[config.mk]
export PLATFORM = sky130hd
export DESIGN_NAME = ttl_route_table
export DESIGN_NICKNAME = d
export VERILOG_FILES = /design/src/hw/rtl/rtt_pkg.sv /design/src/hw/rtl/rtt_cell.sv /design/src/hw/rtl/rtt_ctrl.sv /design/src/hw/rtl/ttl_route_table.sv
export SDC_FILE = /design/constraint.sdc
export NUM_CORES = 2
export LEC_CHECK = 0
export ABC_AREA = 1
export BUFFER_PORTS_ARGS = -buffer_cell sky130_fd_sc_hd__clkbuf_2
export CORE_ASPECT_RATIO = 1.5
export CORE_UTILIZATION = 50
export CTS_BUF_LIST = sky130_fd_sc_hd__clkbuf_16
export DETAILED_ROUTE_END_ITERATION = 8
export PLACE_DENSITY = 0.65
export SYNTH_ARGS = -nofsm -noshare
export SYNTH_HDL_FRONTEND = slang
export SYNTH_HIERARCHICAL = 1
export SYNTH_SLANG_ARGS = --single-unit
[constraint.sdc]
create_clock -name clock -period 9.6 [get_ports clock]
set_input_delay 0.96 -clock clock [delete_from_list [all_inputs] [get_ports clock]]
set_output_delay 0.96 -clock clock [all_outputs]
set_load 0.02 [all_outputs]
[src/hw/rtl/rtt_pkg.sv]
`timescale 1ns / 1ps

package rtt_pkg;

   localparam int ADDR_W = 16;
   localparam int TTL_W  = 4;

   // Transaction kinds carried on req_action
   typedef enum logic [1:0] {
      ACT_LEARN  = 2'd0,
      ACT_LOOKUP = 2'd1,
      ACT_TICK   = 2'd2,
      ACT_FLUSH  = 2'd3
   } action_type;

   // One route held by one cell
   typedef struct packed {
      logic [TTL_W-1:0]  ttl;
      logic [ADDR_W-1:0] dest;
      logic [ADDR_W-1:0] hop;
   } entry_type;

   // Command broadcast from the controller to every cell
   typedef struct packed {
      logic shift;   // rotate the ring by one cell toward cell 0
      logic tick;    // age every live entry
      logic flush;   // kill every entry
      logic write;   // load the selected cell with the write entry
   } ring_cmd_type;

endpackage

[src/hw/rtl/rtt_cell.sv]
`timescale 1ns / 1ps

module rtt_cell
   import rtt_pkg::*;
(
   input  logic         clock,
   input  logic         reset,
   input  ring_cmd_type cmd,
   input  logic         wr_sel,
   input  entry_type    wr_entry,
   input  entry_type    nb_entry,
   output entry_type    entry
);

   logic [TTL_W-1:0]  ttl_ff;
   logic [ADDR_W-1:0] dest_ff;
   logic [ADDR_W-1:0] hop_ff;

   // Hold the TTL; a write wins over a flush so overflow can seed entry 0
   always_ff @(posedge clock) begin
      if (reset) begin
         ttl_ff <= '0;
      end else begin
         priority if (cmd.write && wr_sel) begin
            ttl_ff <= wr_entry.ttl;
         end else if (cmd.flush) begin
            ttl_ff <= '0;
         end else if (cmd.tick) begin
            if (ttl_ff != '0) begin
               ttl_ff <= ttl_ff - TTL_W'(1);
            end
         end else if (cmd.shift) begin
            ttl_ff <= nb_entry.ttl;
         end
      end
   end

   // Hold the address payload; no reset needed
   always_ff @(posedge clock) begin
      priority if (cmd.write && wr_sel) begin
         dest_ff <= wr_entry.dest;
         hop_ff  <= wr_entry.hop;
      end else if (cmd.shift) begin
         dest_ff <= nb_entry.dest;
         hop_ff  <= nb_entry.hop;
      end
   end

   assign entry = '{ttl: ttl_ff, dest: dest_ff, hop: hop_ff};

endmodule

[src/hw/rtl/rtt_ctrl.sv]
`timescale 1ns / 1ps

module rtt_ctrl
   import rtt_pkg::*;
#(
   parameter  int TABLE_DEPTH = 64,
   localparam int IDX_W       = $clog2(TABLE_DEPTH)
) (
   input  logic              clock,
   input  logic              reset,
   input  logic              start,
   output logic              busy,
   input  logic [1:0]        req_action,
   input  logic [ADDR_W-1:0] req_dest_addr,
   input  logic [ADDR_W-1:0] req_next_hop,
   input  logic [TTL_W-1:0]  ttl_start,
   input  entry_type         head,
   output ring_cmd_type      cmd,
   output logic [IDX_W-1:0]  wr_idx,
   output entry_type         wr_entry,
   output logic              rsp_valid,
   output logic              rsp_found,
   output logic [ADDR_W-1:0] rsp_next_hop_out,
   output logic              rsp_overflow
);

   typedef enum logic [1:0] {
      ST_IDLE,
      ST_SCAN,
      ST_APPLY
   } state_type;

   state_type         state_ff;
   logic [IDX_W-1:0]  count_ff;
   action_type        act_ff;
   logic [ADDR_W-1:0] dest_ff;
   logic [ADDR_W-1:0] hop_ff;
   logic              hit_vld_ff;
   logic [IDX_W-1:0]  hit_idx_ff;
   logic [ADDR_W-1:0] hit_hop_ff;
   logic              dead_vld_ff;
   logic [IDX_W-1:0]  dead_idx_ff;
   logic              rsp_valid_ff;
   logic              rsp_found_ff;
   logic [ADDR_W-1:0] rsp_hop_ff;
   logic              rsp_ovf_ff;

   logic head_live;
   logic head_match;
   logic table_full;

   assign head_live  = (head.ttl != '0);
   assign head_match = head_live && (head.dest == dest_ff);
   assign table_full = !hit_vld_ff && !dead_vld_ff;

   // Drive the ring: rotate while scanning, then apply the update
   always_comb begin
      cmd    = '0;
      wr_idx = '0;
      unique case (state_ff)
         ST_IDLE: begin
         end
         ST_SCAN: begin
            cmd.shift = 1'b1;
         end
         ST_APPLY: begin
            unique case (act_ff)
               ACT_LEARN: begin
                  cmd.write = 1'b1;
                  cmd.flush = table_full;
                  priority if (hit_vld_ff) begin
                     wr_idx = hit_idx_ff;
                  end else if (dead_vld_ff) begin
                     wr_idx = dead_idx_ff;
                  end else begin
                     wr_idx = '0;
                  end
               end
               ACT_LOOKUP: begin
               end
               ACT_TICK: begin
                  cmd.tick = 1'b1;
               end
               ACT_FLUSH: begin
                  cmd.flush = 1'b1;
               end
               default: begin
               end
            endcase
         end
         default: begin
         end
      endcase
   end

   assign wr_entry = '{ttl: ttl_start, dest: dest_ff, hop: hop_ff};

   // Sequence one transaction and register its response
   always_ff @(posedge clock) begin
      if (reset) begin
         state_ff     <= ST_IDLE;
         count_ff     <= '0;
         hit_vld_ff   <= 1'b0;
         dead_vld_ff  <= 1'b0;
         rsp_valid_ff <= 1'b0;
      end else begin
         rsp_valid_ff <= 1'b0;
         unique case (state_ff)
            ST_IDLE: begin
               if (start) begin
                  act_ff      <= action_type'(req_action);
                  dest_ff     <= req_dest_addr;
                  hop_ff      <= req_next_hop;
                  count_ff    <= '0;
                  hit_vld_ff  <= 1'b0;
                  dead_vld_ff <= 1'b0;
                  if (action_type'(req_action) == ACT_LEARN ||
                      action_type'(req_action) == ACT_LOOKUP) begin
                     state_ff <= ST_SCAN;
                  end else begin
                     state_ff <= ST_APPLY;
                  end
               end
            end
            ST_SCAN: begin
               // Record the first live match and the first dead entry
               if (head_match && !hit_vld_ff) begin
                  hit_vld_ff <= 1'b1;
                  hit_idx_ff <= count_ff;
                  hit_hop_ff <= head.hop;
               end
               if (!head_live && !dead_vld_ff) begin
                  dead_vld_ff <= 1'b1;
                  dead_idx_ff <= count_ff;
               end
               count_ff <= count_ff + IDX_W'(1);
               if (count_ff == IDX_W'(TABLE_DEPTH - 1)) begin
                  state_ff <= ST_APPLY;
               end
            end
            ST_APPLY: begin
               rsp_valid_ff <= 1'b1;
               rsp_found_ff <= 1'b0;
               rsp_hop_ff   <= '0;
               rsp_ovf_ff   <= 1'b0;
               unique case (act_ff)
                  ACT_LEARN: begin
                     rsp_found_ff <= hit_vld_ff;
                     rsp_ovf_ff   <= table_full;
                  end
                  ACT_LOOKUP: begin
                     rsp_found_ff <= hit_vld_ff;
                     rsp_hop_ff   <= hit_vld_ff ? hit_hop_ff : '0;
                  end
                  ACT_TICK: begin
                  end
                  ACT_FLUSH: begin
                  end
                  default: begin
                  end
               endcase
               state_ff <= ST_IDLE;
            end
            default: begin
               state_ff <= ST_IDLE;
            end
         endcase
      end
   end

   assign busy             = (state_ff != ST_IDLE);
   assign rsp_valid        = rsp_valid_ff;
   assign rsp_found        = rsp_found_ff;
   assign rsp_next_hop_out = rsp_hop_ff;
   assign rsp_overflow     = rsp_ovf_ff;

endmodule

[src/hw/rtl/ttl_route_table.sv]
`timescale 1ns / 1ps
// Channel    Ports                                         Handshake
// request    req_action, req_dest_addr, req_next_hop       start high, busy low
// response   rsp_found, rsp_next_hop_out, rsp_overflow     rsp_valid, one cycle
// register   csr_wr_data (ttl_start)                       csr_wr_en
//
// Learn and lookup scan every cell and then apply before the next accept:
// the entry ring rotates one cell per cycle past the compare at cell 0.
// Tick and flush skip the scan and act on every cell at once.
// Reset clears every TTL and sets ttl_start to 3; no clearing pass.
// The response is shown for one cycle and cannot be stalled by the receiver.

module ttl_route_table
   import rtt_pkg::*;
#(
   parameter int TABLE_DEPTH = 64
) (
   input  logic              clock,
   input  logic              reset,
   input  logic              start,
   output logic              busy,
   input  logic [1:0]        req_action,
   input  logic [ADDR_W-1:0] req_dest_addr,
   input  logic [ADDR_W-1:0] req_next_hop,
   output logic              rsp_valid,
   output logic              rsp_found,
   output logic [ADDR_W-1:0] rsp_next_hop_out,
   output logic              rsp_overflow,
   input  logic              csr_wr_en,
   input  logic [TTL_W-1:0]  csr_wr_data
);

   localparam int IDX_W = $clog2(TABLE_DEPTH);

   logic [TTL_W-1:0] ttl_start_ff;
   ring_cmd_type     cmd;
   logic [IDX_W-1:0] wr_idx;
   entry_type        wr_entry;
   entry_type        ring [TABLE_DEPTH];

   // Hold the configured start TTL
   always_ff @(posedge clock) begin
      if (reset) begin
         ttl_start_ff <= TTL_W'(3);
      end else if (csr_wr_en) begin
         ttl_start_ff <= csr_wr_data;
      end
   end

   rtt_ctrl #(
      .TABLE_DEPTH (TABLE_DEPTH)
   ) u_ctrl (
      .clock            (clock),
      .reset            (reset),
      .start            (start),
      .busy             (busy),
      .req_action       (req_action),
      .req_dest_addr    (req_dest_addr),
      .req_next_hop     (req_next_hop),
      .ttl_start        (ttl_start_ff),
      .head             (ring[0]),
      .cmd              (cmd),
      .wr_idx           (wr_idx),
      .wr_entry         (wr_entry),
      .rsp_valid        (rsp_valid),
      .rsp_found        (rsp_found),
      .rsp_next_hop_out (rsp_next_hop_out),
      .rsp_overflow     (rsp_overflow)
   );

   // Build the ring: each cell loads from its upper neighbor, the last wraps to 0
   for (genvar i = 0; i < TABLE_DEPTH; i++) begin : g_cell
      rtt_cell u_cell (
         .clock    (clock),
         .reset    (reset),
         .cmd      (cmd),
         .wr_sel   (wr_idx == IDX_W'(i)),
         .wr_entry (wr_entry),
         .nb_entry (ring[(i + 1) % TABLE_DEPTH]),
         .entry    (ring[i])
      );
   end

   // A response never reports both a refresh and an overflow
   a_found_ovf_excl: assert property (@(posedge clock) disable iff (reset)
      rsp_valid |-> !(rsp_found && rsp_overflow))
      else $error("found and overflow both set");

   // A nonzero next hop comes only with a hit
   a_hop_needs_hit: assert property (@(posedge clock) disable iff (reset)
      (rsp_valid && rsp_next_hop_out != '0) |-> rsp_found)
      else $error("next hop reported without a hit");

   // An accepted transaction makes the block busy in the next cycle
   a_accept_busy: assert property (@(posedge clock) disable iff (reset)
      (start && !busy) |=> busy)
      else $error("accept did not raise busy");

   // Responses are never issued in consecutive cycles
   a_rsp_spaced: assert property (@(posedge clock) disable iff (reset)
      rsp_valid |=> !rsp_valid)
      else $error("back-to-back responses");

endmodule
==> results by stage <==
Route:
- The count of routing violations after the opening detailed-route iteration is 8510.
- The count of nets left with antenna violations once routing finished came out at 0.
- The average wire per standard cell is 19.9 um.
- The detail-routed via count per cell is 5.40.
- The total routed wirelength is 324000 um.
- For this run, the detailed router's first-pass iteration total came to 6.
- In the routed design, unresolved DRC markers number 0.
- The number of vias in the routed layout is 87.7k.

CTS:
- The clock latency on the worst-skew pair is 900 ps.
- The clock net in this run drives a total of 2399 sinks.
- Clock tree synthesis selected as its root buffer the cell sky130_fd_sc_hd__clkbuf_16.
- The clock passes through at most 4 buffers.
- TritonCTS created 227 clock buffers.
- The TritonCTS clock tree is built.
- The count of buffers added by post-CTS timing repair for setup is 0.
- The number of instances resized during post-cts repair is 0.
- The number of hold buffers added after CTS is 0.
- The clock slew at the register clock pins of the worst setup and hold paths is 70 ps.
- In this run the number of H-tree levels came out at 4.

Worst setup path:
- The worst register-to-register path begins at u_ctrl/act_ff[1].
- The data required time of the worst path is 10390 ps.
- The startpoint class of the critical path is a flip-flop.
- The cell repeated most along the worst path is sky130_fd_sc_hd__nor2_1.
- The largest single stage delay on the critical path is 1000 ps.
- The endpoint identified for the worst register-to-register timing path is g_cell[30].u_cell/ttl_ff[0].
- The type of the worst setup path is flip-flop to flip-flop.
- At the worst endpoint, the arrival time is 5700 ps.
- The critical path endpoint category is a flip-flop.
- The cell type of the slowest stage on the worst timing path is sky130_fd_sc_hd__nor2_1.
- In this design, the largest share of critical-path delay is due to simple AND/OR/NAND/NOR gates.
- Counting cells, the worst reg-to-reg path comes to 14.
- The critical-path maximum fanout is 37.
- Walking the worst path, the cells encountered are inv_1 > ha_1 > inv_1 > nor2_4 > inv_2 > nor2_1 > nand2_1 > nor2_1 > nand2_4 > inv_2 > nand2_1 > o21ai_1 > nor2_1 > nor2_1.
- Together, buffers and inverters on the worst path number 4.
- The register-to-register path setup slack is 4700 ps.

Timing:
- The tightest hold path in the finished design has a slack of 242 ps.
- The maximum operating frequency is 0.204 GHz.
- The final total negative setup slack is 0 ps.
- Setup violations remaining at the end of the flow were counted as 0.
- The count of endpoints failing hold in the final timing report is 0.
- The time the final worst path needs with I/O delays and setup is 4900 ps.
- Setup repair after global routing left no endpoint under its margin.
- Dividing the final minimum period by the clock period gives 0.511.
- The worst clock skew is 64.0 ps.
- The worst slew slack as a fraction of its limit is 0.0780.
- At the pin with the least slew margin, the transition time is 1380 ps.
- The total count of max-transition violations in the final report came to 0.

Power:
- The worst-case IR drop observed on VDD is 0.206 mV.
- In this run the static leakage power is 0.0550 uW.
- The ratio of total power to cell area is 258 nW/um^2.

Placement:
- The number of buffers inserted by port buffering is 61.
- Routability-driven placement finished with a final weighted congestion of 0.920.
- The wire-length estimate of the detail-placed layout is 200000 um.

Cells and area:
- Measured on the finished design, the core utilization comes to 0.550.
- From synthesis to final layout, the design area changed by 9.07%.
- The share of final-layout standard cells stronger than drive strength 1 is 0.0840.
- The final-stage net count is 13.2k.
- The layout has 20.1k filler cells.

Synth:
- Yosys attributes the largest share of cell area to sky130_fd_sc_hd__edfxtp_1, sky130_fd_sc_hd__nand2_1, sky130_fd_sc_hd__dfxtp_1, sky130_fd_sc_hd__nor2_1, sky130_fd_sc_hd__nand2_4.
- The flop and latch count out of synthesis is 2399.
- After synthesis, the mean cell area works out to 8.74 um^2.
- During synthesis, Yosys emitted a total of 6 warnings.
- In this run the cell area of the synthesized design comes to 114000 um^2.
- The net count after synthesis is 13.2k.
- The share of synthesized area in the top cell type comes to 0.559.
- The post-synthesis instance total is 13.1k.
- Of all flip-flops after synthesis, the portion carrying an async set or reset was 0.
- The sequential-to-total area share from yosys stat is 0.606.
- The number of unique standard cell types used by synthesis is 26.
- The library cell with the highest instance count after synthesis is sky130_fd_sc_hd__nand2_1.
- The biggest area consumer among synthesized cells is sky130_fd_sc_hd__edfxtp_1.
- The leading register cell type out of synthesis is sky130_fd_sc_hd__edfxtp_1.
- After synthesis, the most frequently instantiated cells are sky130_fd_sc_hd__nand2_1, sky130_fd_sc_hd__edfxtp_1, sky130_fd_sc_hd__nor2_1.
- The number of synthesized flops with an enable pin is 2128.

Min path:
- The depth of the worst hold-timing path is 1.
- In this run the worst hold path is classified as primary input to flip-flop.
- For hold timing, the worst endpoint is u_ctrl/hop_ff[15].
- The start point of the worst hold path is req_next_hop[15].

Global route:
- Across every metal layer, demand over resource in global routing totals 0.278.
- The global route total overflow is 0.
- The initial antenna violation count came to 8.
- Entering global routing, the biggest net connects 147 pins.
- The wire length of the first global-routing pass is 496000 um.
- The via count of the first global-routing pass is 85.4k.

Outcome:
- The flow ran to the end, and the final reports show no timing, DRC or antenna violations.

Die:
- The die area is 231000 um^2.
- Measured along the y axis, the die boundary spans 588 um.
- 62 I/O pins were placed.
- The placeable core region is 227000 um^2.
- The floorplan has 214 rows.
- The effective utilization at floorplan is 0.504.
- The chip width is 393 um.

Run:
- The max-cap check violation count is 0.
==> cell usage in the layout, fill, tap and decap left out, types with 2 or more instances in the layout <==
cell type                    netlist  layout
sky130_fd_sc_hd__or2_2             2       2
sky130_fd_sc_hd__inv_4             0       2
sky130_fd_sc_hd__clkinvlp_4        0      10
sky130_fd_sc_hd__buf_12            0       7
sky130_fd_sc_hd__dfxtp_4           0       4
sky130_fd_sc_hd__nand2_1        7188    7182
sky130_fd_sc_hd__ha_1             69      69
sky130_fd_sc_hd__buf_16            0       6
sky130_fd_sc_hd__o21ai_0         134     134
sky130_fd_sc_hd__buf_4            72     102
sky130_fd_sc_hd__edfxtp_1       2128    2128
sky130_fd_sc_hd__nand3_1         330     330
sky130_fd_sc_hd__inv_1           508     549
sky130_fd_sc_hd__o21ai_1         322     322
sky130_fd_sc_hd__clkinv_1          0      42
sky130_fd_sc_hd__nor2_2            5       6
sky130_fd_sc_hd__a22oi_1           6       6
sky130_fd_sc_hd__bufinv_16         0      30
sky130_fd_sc_hd__xnor2_1           4       4
sky130_fd_sc_hd__inv_6             0       4
sky130_fd_sc_hd__clkinv_4          0       5
sky130_fd_sc_hd__nand2_4         192     192
sky130_fd_sc_hd__dfxtp_1         271     267
sky130_fd_sc_hd__clkinv_2         64     111
sky130_fd_sc_hd__nand2_2           0       6
sky130_fd_sc_hd__diode_2           0       4
sky130_fd_sc_hd__a21oi_1         133     133
sky130_fd_sc_hd__nor2_1          952     948
sky130_fd_sc_hd__nor2_4          130     133
sky130_fd_sc_hd__inv_2           195     195
sky130_fd_sc_hd__clkbuf_16         0     234
sky130_fd_sc_hd__clkbuf_2          0      60
==> state kept, by name (all words and copies together) (netlist names) <==
register,cells
u_ctrl/rsp_next_hop_out,16
u_ctrl/dead_idx_ff,6
u_ctrl/dead_vld_ff,1
u_ctrl/state_ff,2
u_ctrl/act_ff,2
g_cell.u_cell/ttl_ff,256
u_ctrl/hop_ff,16
u_ctrl/rsp_valid,1
u_ctrl/hit_hop_ff,16
u_ctrl/rsp_found,1
u_ctrl/hit_idx_ff,6
ttl_start_ff,4
u_ctrl/rsp_overflow,1
g_cell.u_cell/dest_ff,1024
u_ctrl/count_ff,6
u_ctrl/hit_vld_ff,1
u_ctrl/dest_ff,16
g_cell.u_cell/hop_ff,1024
==> through the flow <==
| step | total power, uW | setup slack [ps] | cell area (um^2) | cells |
|---|---|---|---|---|
| 6_report | 32200 | 4700 | 125000 | 16300 |
| 5_1_grt | 33700 | 4550 | 125000 | 16300 |
| 4_1_cts | 32200 | 4760 | 125000 | 16200 |
| 3_5_place_dp | 22900 | 4870 | 117000 | 15800 |
| 3_3_place_gp | 22800 | 4900 | 117000 | 15800 |
| 2_1_floorplan | 20600 | 3790 | 114000 | 13100 |
==> report_power, final <==
part | switching, uW | leakage, uW | internal [uW] | total [uW]
Combinational | 4720 | 0.0290 | 2200 | 6920
Sequential | 1200 | 0.0222 | 14800 | 16000
Clock | 4030 | 0.00383 | 5210 | 9250
Total | 9960 | 0.0550 | 22200 | 32200
==> final cells by class <==
cell class,instances,area (um^2),share of cell area
sequential,2399,69300,0.556
antenna,4,10.0,0.0000802
timing repair buffer,175,1370,0.0110
multi-input combinational,9471,39800,0.319
clock buffer,234,5860,0.0469
inverter,767,2960,0.0237
tap,3024,3780,0.0303
clock inverter,182,1630,0.0131
==> worst max path at each step <==
stage	end	cells past startpoint	slack [ps]	start
3_3_place_gp	g_cell[30].u_cell/ttl_ff[0]	14	4900	u_ctrl/act_ff[0]
6_report	g_cell[30].u_cell/ttl_ff[0]	14	4700	u_ctrl/act_ff[1]
2_1_floorplan	g_cell[17].u_cell/dest_ff[0]	13	3790	u_ctrl/act_ff[0]
3_5_place_dp	g_cell[30].u_cell/ttl_ff[0]	14	4870	u_ctrl/act_ff[0]
5_1_grt	g_cell[30].u_cell/ttl_ff[0]	14	4550	u_ctrl/act_ff[1]
4_1_cts	g_cell[30].u_cell/ttl_ff[0]	14	4760	u_ctrl/act_ff[0]
==> logic make-up (layout without fill, tap and decap cells) <==
logic type	count (synthesis)	in the layout	share of synthesized area
xor+xnor	4	4	0.000306
compound gates	598	598	0.0264
buf+inv	1226	1358	0.0462
flops	2399	2399	0.606
fa+ha+maj	69	69	0.00755
simple gates	8800	8800	0.314
other cells	0	4	0
==> metal layers <==
metal / GRT usage / part of all wire / vias to the layer above
met5: 0 / 0.000031 / -
met4: 0.140 / 0.056 / 2
met3: 0.0376 / 0.069 / 909
met2: 0.478 / 0.50 / 3520
met1: 0.339 / 0.38 / 41800
li1: - / - / 41500
Power figures use the tool's default switching activity.
